File: config.mk
export PLATFORM = sky130hd
export DESIGN_NAME = wildcard_glob_match
export DESIGN_NICKNAME = d
export VERILOG_FILES = /design/src/wgm_pkg.sv /design/src/wgm_closure.sv /design/src/wgm_cell.sv /design/src/wildcard_glob_match.sv
export VERILOG_INCLUDE_DIRS = /design/src /design/src/src
export SDC_FILE = /design/constraint.sdc
export NUM_CORES = 1
export LEC_CHECK = 0
export BUFFER_PORTS_ARGS = -buffer_cell sky130_fd_sc_hd__buf_2
export CAP_MARGIN = 20
export CORE_MARGIN = 2
export CORE_UTILIZATION = 30
export DETAILED_ROUTE_END_ITERATION = 10
export PLACE_DENSITY = 0.44
export SLEW_MARGIN = 20
export SYNTH_ARGS = -nofsm -noshare
export SYNTH_HDL_FRONTEND = slang
export SYNTH_HIERARCHICAL = 1
export SYNTH_SLANG_ARGS = --single-unit
File: constraint.sdc
create_clock -name clk -period 12.26 [get_ports clk]
set_input_delay 1.226 -clock clk [delete_from_list [all_inputs] [get_ports clk]]
set_output_delay 1.226 -clock clk [all_outputs]
set_load 0.05 [all_outputs]
File: src/assert_macros.svh
// Assertion macros for the RTL.
`ifndef ASSERT_MACROS_SVH
`define ASSERT_MACROS_SVH

// The consequent must hold in the same cycle as the antecedent.
`define WGM_ASSERT_IMP(lbl, clk, rst_n, ante, cons) \
  lbl: assert property (@(posedge clk) disable iff (!rst_n) (ante) |-> (cons)) \
    else $error("assertion failed");

// The consequent must hold in the cycle after the antecedent.
`define WGM_ASSERT_NXT(lbl, clk, rst_n, ante, cons) \
  lbl: assert property (@(posedge clk) disable iff (!rst_n) (ante) |=> (cons)) \
    else $error("assertion failed");

`endif

File: src/wgm_pkg.sv
package wgm_pkg;

  localparam int PATTERN_CHARS = 32;
  localparam int NPOS          = PATTERN_CHARS + 1;
  localparam int LEVELS        = $clog2(NPOS);
  localparam int CHAR_W        = 8;
  localparam int WORD_W        = 64;
  localparam int CHARS_PER_WORD = WORD_W / CHAR_W;
  localparam int WORDS         = 4;
  localparam int LEN_W         = 6;
  localparam int IDX_W         = 3;

  localparam logic [CHAR_W-1:0] STAR_CHAR   = 8'h2A;
  localparam logic [CHAR_W-1:0] ANY_CHAR    = 8'h3F;
  localparam logic [CHAR_W-1:0] END_CHAR    = 8'h00;
  localparam logic [CHAR_W-1:0] LOWER_A     = 8'h61;
  localparam logic [CHAR_W-1:0] LOWER_Z     = 8'h7A;
  localparam logic [CHAR_W-1:0] CASE_OFFSET = 8'h20;

  typedef enum logic [IDX_W-1:0] {
    REG_WORD_0   = 3'd0,
    REG_WORD_1   = 3'd1,
    REG_WORD_2   = 3'd2,
    REG_WORD_3   = 3'd3,
    REG_LENGTH   = 3'd4,
    REG_FOLD     = 3'd5,
    REG_CONTAINS = 3'd6
  } cfg_reg_t;

  typedef struct packed {
    logic step;
    logic restart;
    logic wrap;
  } cell_ctl_t;

endpackage

File: src/wgm_closure.sv
module wgm_closure
  import wgm_pkg::*;
(
  input  logic [NPOS-1:0]          act_i,
  input  logic [PATTERN_CHARS-1:0] star_i,
  output logic [NPOS-1:0]          closed_o
);

  // A star position hands its activity on to the next position. The chain of
  // stars is resolved as a parallel prefix over LEVELS stages.
  logic [NPOS-1:0] gen_lv  [0:LEVELS];
  logic [NPOS-1:0] prop_lv [0:LEVELS];

  always_comb begin
    gen_lv[0]  = act_i;
    prop_lv[0] = {star_i, 1'b0};
    for (int lv = 0; lv < LEVELS; lv++) begin
      for (int j = 0; j < NPOS; j++) begin
        if (j >= (1 << lv)) begin
          gen_lv[lv+1][j]  = gen_lv[lv][j] | (prop_lv[lv][j] & gen_lv[lv][j-(1<<lv)]);
          prop_lv[lv+1][j] = prop_lv[lv][j] & prop_lv[lv][j-(1<<lv)];
        end else begin
          gen_lv[lv+1][j]  = gen_lv[lv][j];
          prop_lv[lv+1][j] = prop_lv[lv][j];
        end
      end
    end
    closed_o = gen_lv[LEVELS];
  end

endmodule

File: src/wgm_cell.sv
module wgm_cell
  import wgm_pkg::*;
(
  input  logic              clk,
  input  logic              rst_n,
  input  cell_ctl_t         ctl,
  input  logic              first,
  input  logic              cur,
  input  logic              in_use,
  input  logic              is_end,
  input  logic [CHAR_W-1:0] pchar,
  input  logic [CHAR_W-1:0] ch,
  input  logic              adv_in,
  output logic              adv_out,
  output logic              act
);

  logic act_r;
  logic act_nxt;
  logic is_star;
  logic stay;

  assign is_star = (pchar == STAR_CHAR);
  assign stay    = cur & in_use & is_star;
  assign adv_out = cur & in_use & ~is_star & ((pchar == ANY_CHAR) | (pchar == ch));
  assign act     = act_r;

  always_comb begin
    act_nxt = act_r;
    if (ctl.restart) begin
      act_nxt = first;
    end else if (ctl.step) begin
      act_nxt = stay | adv_in | (ctl.wrap & (first | (is_end & cur)));
    end
  end

  always_ff @(posedge clk) begin
    if (!rst_n) begin
      act_r <= first;
    end else begin
      act_r <= act_nxt;
    end
  end

endmodule

File: src/wildcard_glob_match.sv
// Channel | Direction | Ports                           | Transfer when
// in      | input     | in_valid, in_ready, in_character | in_valid & in_ready
// out     | output    | out_valid, out_ready, out_matched | out_valid & out_ready
// cfg     | input     | cfg_we, cfg_index, cfg_data       | cfg_we
//
// One character is taken in every cycle while in_ready is high; each one updates the
// row of position cells, and the star closure is a six-level prefix network.
// A zero character yields its result in the cycle after its transfer.
// Reset is synchronous and leaves only the first position active.
// A zero character is held off only while an earlier result waits on out_ready.
`include "assert_macros.svh"

module wildcard_glob_match
  import wgm_pkg::*;
(
  input  logic              clk,
  input  logic              rst_n,
  input  logic              in_valid,
  output logic              in_ready,
  input  logic [CHAR_W-1:0] in_character,
  output logic              out_valid,
  input  logic              out_ready,
  output logic              out_matched,
  input  logic              cfg_we,
  input  logic [IDX_W-1:0]  cfg_index,
  input  logic [WORD_W-1:0] cfg_data
);

  logic [WORD_W-1:0] pat_word_r [0:WORDS-1];
  logic [LEN_W-1:0]  pat_len_r;
  logic              fold_r;
  logic              contains_r;
  logic              out_valid_r;
  logic              out_matched_r;

  logic [CHAR_W-1:0]        pchar [0:NPOS-1];
  logic [NPOS-1:0]          in_use;
  logic [NPOS-1:0]          is_end;
  logic [PATTERN_CHARS-1:0] star_pos;
  logic                     any_wild;
  logic                     wrap;
  logic [CHAR_W-1:0]        ch;
  logic [NPOS-1:0]          act;
  logic [NPOS-1:0]          cur_open;
  logic [NPOS-1:0]          cur;
  logic [NPOS:0]            adv;
  logic                     matched;
  logic                     in_fire;
  logic                     is_term;
  cell_ctl_t                ctl;

  always_ff @(posedge clk) begin
    if (!rst_n) begin
      for (int w = 0; w < WORDS; w++) begin
        pat_word_r[w] <= '0;
      end
      pat_len_r  <= '0;
      fold_r     <= 1'b1;
      contains_r <= 1'b1;
    end else if (cfg_we) begin
      case (cfg_reg_t'(cfg_index))
        REG_WORD_0:   pat_word_r[0] <= cfg_data;
        REG_WORD_1:   pat_word_r[1] <= cfg_data;
        REG_WORD_2:   pat_word_r[2] <= cfg_data;
        REG_WORD_3:   pat_word_r[3] <= cfg_data;
        REG_LENGTH:   pat_len_r     <= cfg_data[LEN_W-1:0];
        REG_FOLD:     fold_r        <= cfg_data[0];
        REG_CONTAINS: contains_r    <= cfg_data[0];
        default: ;
      endcase
    end
  end

  // The pattern ends at its length or at the first zero byte, whichever is first.
  always_comb begin
    logic run;
    run      = 1'b1;
    any_wild = 1'b0;
    for (int i = 0; i < PATTERN_CHARS; i++) begin
      pchar[i]    = pat_word_r[i / CHARS_PER_WORD][(i % CHARS_PER_WORD)*CHAR_W +: CHAR_W];
      run         = run & (pchar[i] != END_CHAR) & (LEN_W'(i) < pat_len_r);
      in_use[i]   = run;
      star_pos[i] = run & (pchar[i] == STAR_CHAR);
      any_wild    = any_wild | star_pos[i] | (run & (pchar[i] == ANY_CHAR));
    end
    pchar[NPOS-1]  = END_CHAR;
    in_use[NPOS-1] = 1'b0;
    is_end[0]      = ~in_use[0];
    for (int j = 1; j < NPOS; j++) begin
      is_end[j] = in_use[j-1] & ~in_use[j];
    end
  end

  assign wrap = contains_r & in_use[0] & ~any_wild;
  assign ch   = (fold_r && in_character >= LOWER_A && in_character <= LOWER_Z) ?
                (in_character - CASE_OFFSET) : in_character;

  assign cur_open = act | {{(NPOS-1){1'b0}}, wrap};

  wgm_closure u_closure (
    .act_i    (cur_open),
    .star_i   (star_pos),
    .closed_o (cur)
  );

  assign matched  = |(cur & is_end);
  assign is_term  = (in_character == END_CHAR);
  assign in_ready = ~out_valid_r | out_ready | ~is_term;
  assign in_fire  = in_valid & in_ready;

  assign ctl.step    = in_fire & ~is_term;
  assign ctl.restart = in_fire & is_term;
  assign ctl.wrap    = wrap;

  assign adv[0] = 1'b0;

  for (genvar g = 0; g < NPOS; g++) begin : g_cell
    wgm_cell u_cell (
      .clk     (clk),
      .rst_n   (rst_n),
      .ctl     (ctl),
      .first   (g == 0),
      .cur     (cur[g]),
      .in_use  (in_use[g]),
      .is_end  (is_end[g]),
      .pchar   (pchar[g]),
      .ch      (ch),
      .adv_in  (adv[g]),
      .adv_out (adv[g+1]),
      .act     (act[g])
    );
  end

  always_ff @(posedge clk) begin
    if (!rst_n) begin
      out_valid_r <= 1'b0;
    end else if (ctl.restart) begin
      out_valid_r <= 1'b1;
    end else if (out_ready) begin
      out_valid_r <= 1'b0;
    end
  end

  always_ff @(posedge clk) begin
    if (ctl.restart) begin
      out_matched_r <= matched;
    end
  end

  assign out_valid   = out_valid_r;
  assign out_matched = out_matched_r;

  `WGM_ASSERT_NXT(a_restart_vec, clk, rst_n, ctl.restart, act == NPOS'(1))
  `WGM_ASSERT_NXT(a_result_out, clk, rst_n, ctl.restart, out_valid_r)
  `WGM_ASSERT_NXT(a_wrap_keeps_start, clk, rst_n, ctl.step && wrap, act[0])
  `WGM_ASSERT_IMP(a_no_adv_past_end, clk, rst_n, 1'b1, !adv[NPOS])

endmodule
==> out/metrics.cfg, run 1 <==
[clock_tree]
clk_pin_slew_worst_paths_ps=60
cts_buffer_depth=3
post_cts_resized=0
post_cts_buffers=0
ctsHoldBuffers=0
htreeDepth=2
cts_root_buffer=clkbuf_16
cts_tree=yes
numCtsBuffers=39
clock-sinks=299
clk_latency_ps=560

[floorplan]
die_height_um=268
boundaryPins=83
core_sq_mm=0.0688
die_x_um=268
dieArea_sq_mm=0.0719
rows=96
start_util=0.304

[min_path]
min-delay-start=fold_r
hold_class=register to register
min_path_cells=2
min_to=fold_r

[sta]
rsz0062_at_grt=no
holdWs_ps=481
period_share=0.586
skew_ps=11.8
setup_tns_ps=0
maxSlewViolCount=0
period_minus_slack_ps=7180
setup_violations=0
tightestPinTransition_ps=1100
slew_headroom=0.266
hold_viol=0
fmax_mhz=139

[pwr]
power_leakage_nw=8.39
p_per_area_mw_per_mm2=118
p_total_mw=2.84
ir_worst_vdd_uv=86.1

[routing]
firstDrtPassIters=5
via_per_inst=5.50
drc_errors=0
ant_nets=0
wl_per_cell_um=25.9
routed_wl_um=85800
via_count=18242
dr.first_iter.drc_count=1816

[synth]
synth.avg_cell_area_sq_um=9.64
ys.warnings.count=6
syn_area_sq_mm=0.0209
synthCells=2172

[global_route]
overflow=0
grt_pass1_vias=17449
grt.total_usage=0.237
grt_max_degree=65
antenna_found_initial=4
grt_pass1_wl_um=124000

[placement]
place_congestion=0.945
dp_hpwl_um=63700
port_buffers=82

[cells_and_area]
layout-drive-gt1-share=0.0960
final_util=0.351
insertedDiodeCount=0
syn2layout_area_growth_pct=15.4
fillCellCount=6960
nets=2438

[job]
cap_violations=0

[critical_path]
r2r_cells=20
worst_setup_path_end_kind=register
timing.rr.end=out_matched
ff2ff_setup_slack_ps=5080
timing.rr.start=pat_len_r[4]
critPathLaunchType=register
worstPathRequired_ps=12550
crit_path_max_fanout=15
crit_type=register to register
crit_arrival_ps=7470

[outcome]
status=completed

[cell usage in the layout, fill, tap and decap left out, drive strengths merged, types with 13 or more instances in the layout]
cell type,instances
a21o,58
a21oi,79
a22o,33
a31oi,50
and2,265
and3,59
and4bb,33
buf,108
clkbuf,47
clkinv,13
conb,76
edfxtp,290
inv,58
nand2,94
nand2b,37
nand3,76
nand4,138
nor2,183
nor2b,46
nor3,94
o21a,37
o21ai,60
o311ai,35
or3,22
xnor2,256
[power by group]
part           switching [mW]  internal (mW)
logic                   0.243          0.152
registers               0.106           1.20
clock network           0.471          0.670
total                   0.820           2.02
[registers in the layout (all words and copies together) (netlist names)]
name	count
pat_word_r	256
g_cell.u_cell/act	33
pat_len_r	6
contains_r	1
fold_r	1
out_matched	1
out_valid	1
[how the worst max path moves through the flow]
stage / start / cells after the start / endpoint / slack (ps)
finish: pat_len_r[4] / 20 / out_matched / 5080
global route: pat_len_r[2] / 19 / out_matched / 4860
CTS: pat_len_r[2] / 19 / out_matched / 5140
detailed placement: pat_len_r[2] / 19 / out_matched / 5200
global placement: pat_len_r[2] / 19 / out_matched / 5290
floorplan: cfg_index[1] / 2 / pat_word_r[0][0] / 5450
[critical path, cell delays in order, from the launching register on]
cell,delay (ps)
dfxtp_1,720
nor2_2,310
a31oi_1,600
nand3_1,340
nor3_4,280
nand2_2,130
or4_4,620
nor2_1,300
o41ai_1,240
a21o_1,330
a31o_4,280
o21ai_4,160
a31oi_2,250
a221o_1,520
a221o_1,440
nor2b_1,160
a311oi_1,290
nor3_1,90
a21oi_1,210
o211ai_1,100
or4_1,520
[per-stage QoR]
stage | setup WS [ps] | cells | area, sq um
final | 5080 | 3316 | 24200
after global routing | 4860 | 3316 | 24200
after CTS | 5140 | 3316 | 24200
after detailed placement | 5200 | 3247 | 22900
after global placement | 5290 | 3246 | 22900
after floorplan | 5450 | 2246 | 21200
[cell type report]
cell class	instances	area, sq um	area share
Clock buffer	47	1010	0.0416
Clock inverter	22	220	0.00911
Inverter	56	210	0.00870
Multi-Input combinational cell	1853	12100	0.499
Sequential cell	299	8890	0.368
Tap cell	931	1160	0.0482
Timing Repair Buffer	108	609	0.0252
[routing by layer]
metal | share of wire | global-route usage | up-vias
met5 | 0.00015 | 0 | -
met1 | 0.45 | 0.327 | 9099
met3 | 0.051 | 0.0281 | 88
met2 | 0.47 | 0.395 | 606
met4 | 0.021 | 0.0560 | 2
li1 | - | - | 8447
Note: power is estimated with default switching activity, not from simulation.
==> run 2: changes to the inputs <==
==> constraint.sdc (replaced) <==
create_clock -name clk -period 7.4 [get_ports clk]
set_input_delay 0.74 -clock clk [delete_from_list [all_inputs] [get_ports clk]]
set_output_delay 0.74 -clock clk [all_outputs]
set_load 0.05 [all_outputs]
==> run 2 against run 1 <==
Effect of this change:
- utilization increased by 0.13 points
- via count decreased by 0.70%
- global-route usage increased by 0.15 points
- die area unchanged
- total power increased by 65%
- setup slack got worse by 4500 ps
- critical path depth increased by 3
- non-clock buffer count increased by 14
- final cell count increased by 0.36%
- fmax increased by 4.8%
==> out/metrics.cfg, run 2 (synthesis results as in run 1) <==
[sta]
fmax_mhz=146
period_minus_slack_ps=6850
rsz0062_at_grt=no
worst_slack_ps=549
tightestPinTransition_ps=1100
setup_tns_ps=0
setup_violations=0
slew_headroom=0.268
hold_viol=0
skew_ps=20.6
period_share=0.926
maxSlewViolCount=0

[floorplan]
boundaryPins=83
dieArea_sq_mm=0.0719
die_height_um=268
start_util=0.304
die_x_um=268
rows=96
core_sq_mm=0.0688

[critical_path]
path_delay_family=compound AO/OA/AOI/OAI gates
crit_path_max_fanout=19
cp_slowest_cell=dfxtp_1
crit_type=register to register
path_buf_inv=3
crit_arrival_ps=7160
cp_cell_sequence=nor2_1 > a32o_2 > inv_2 > nand3_2 > inv_2 > and4_4 > nand2_2 > or4_4 > nor2_1 > o41ai_1 > buf_4 > a21o_1 > a31o_4 > o21ai_4 > a31oi_2 > a221o_1 > a221o_1 > nor2b_1 > a311oi_1 > nor3_1 > a21oi_1 > o211ai_1 > or4_1
critPathLaunchType=register
worstPathRequired_ps=7710
max_stage_delay_ps=830
worst_setup_path_end_kind=register

[pwr]
ir_worst_vdd_uv=138
power_leakage_nw=8.46
p_per_area_mw_per_mm2=194

[clock_tree]
numCtsBuffers=38
clk_pin_slew_worst_paths_ps=60
htreeDepth=2
cts_buffer_depth=3
post_cts_resized=0
ctsHoldBuffers=0
clock-sinks=299
post_cts_buffers=0
cts_tree=yes
cts_root_buffer=clkbuf_16
clk_latency_ps=570

[min_path]
hold_class=register to register

[global_route]
grt.total_usage=0.238
overflow=0
grt_pass1_wl_um=124000
antenna_found_initial=2
grt_max_degree=65
grt_pass1_vias=17089

[placement]
dp_hpwl_um=64700
pre_cts_slack_ps=641
port_buffers=82
place_congestion=0.977

[routing]
firstDrtPassIters=5
drc_errors=0
via_per_inst=5.44
routed_wl_um=86300
ant_nets=0
dr.first_iter.drc_count=1716
wl_per_cell_um=25.9
via_count=18114

[cells_and_area]
nets=2451
insertedDiodeCount=0
syn2layout_area_growth_pct=15.8
final_common_cell=edfxtp_1
layout-drive-gt1-share=0.101
largest_register_ffs=256
final_util=0.352
regMostFlops=pat_word_r
mostFrequentLayoutCells=edfxtp_1 (290), and2_1 (264), xnor2_1 (256)

[outcome]
status=completed

[job]
cap_violations=0

## run 2: cell count changes in the layout (fill, tap and decap cells not counted), sizes merged
| cell | change |
|---|---|
| clkbuf | -3 |
| buf | +14 |
| clkinv | +3 |
| clkinvlp | -1 |
| inv | -1 |
## run 2: power by group
group | leakage (nW) | switching (mW) | internal [mW] | total, mW
clock network | 0.587 | 0.773 | 1.10 | 1.87
registers | 2.90 | 0.175 | 1.99 | 2.16
logic | 4.97 | 0.408 | 0.259 | 0.667
## run 2: worst register-to-register path: stages (launching register included)
cell      delay [ps]
dfxtp_1          830
nor2_1           240
a32o_2           310
inv_2            110
nand3_2          150
inv_2            190
and4_4           300
nand2_2           90
or4_4            600
nor2_1           280
o41ai_1          120
buf_4            170
a21o_1           270
a31o_4           280
o21ai_4          160
a31oi_2          230
a221o_1          500
a221o_1          410
nor2b_1          150
a311oi_1         280
nor3_1            90
a21oi_1          190
o211ai_1          90
or4_1            510
## run 2: layout make-up
| class | instances | area, sq um |
|---|---|---|
| clock buffers | 44 | 995 |
| clock inverters | 23 | 215 |
| fillers | 6994 | 44600 |
| inverters | 56 | 210 |
| multi-input cells | 1853 | 12100 |
| flip-flops and latches | 299 | 8890 |
| well taps | 931 | 1160 |
| repair buffers | 122 | 723 |
## run 2: stage by stage
step | area [sq um] | power, mW | hold slack [ps] | cells
detailed placement | 23000 | 2.85 | 479 | 3261
global placement | 23000 | 2.85 | 477 | 3261
finish | 24300 | 4.70 | 498 | 3328
CTS | 24300 | 4.74 | 475 | 3328
global route | 24300 | 4.87 | 498 | 3328
floorplan | 21200 | 2.54 | 437 | 2246
## run 2: path summary, 6_finish.rpt
check	endpoint	cells past startpoint	startpoint	slack, ps
hold / removal	fold_r	2	fold_r	500
setup reg to reg	out_matched	23	pat_len_r[3]	550
hold reg to reg	fold_r	2	fold_r	500
setup / recovery	out_matched	23	pat_len_r[3]	550
## run 2: metal layers
metal	wire length (um)	GRT usage
met3	4410	0.0312
met2	40500	0.394
met5	0	0
met1	39700	0.331
met4	1670	0.0510
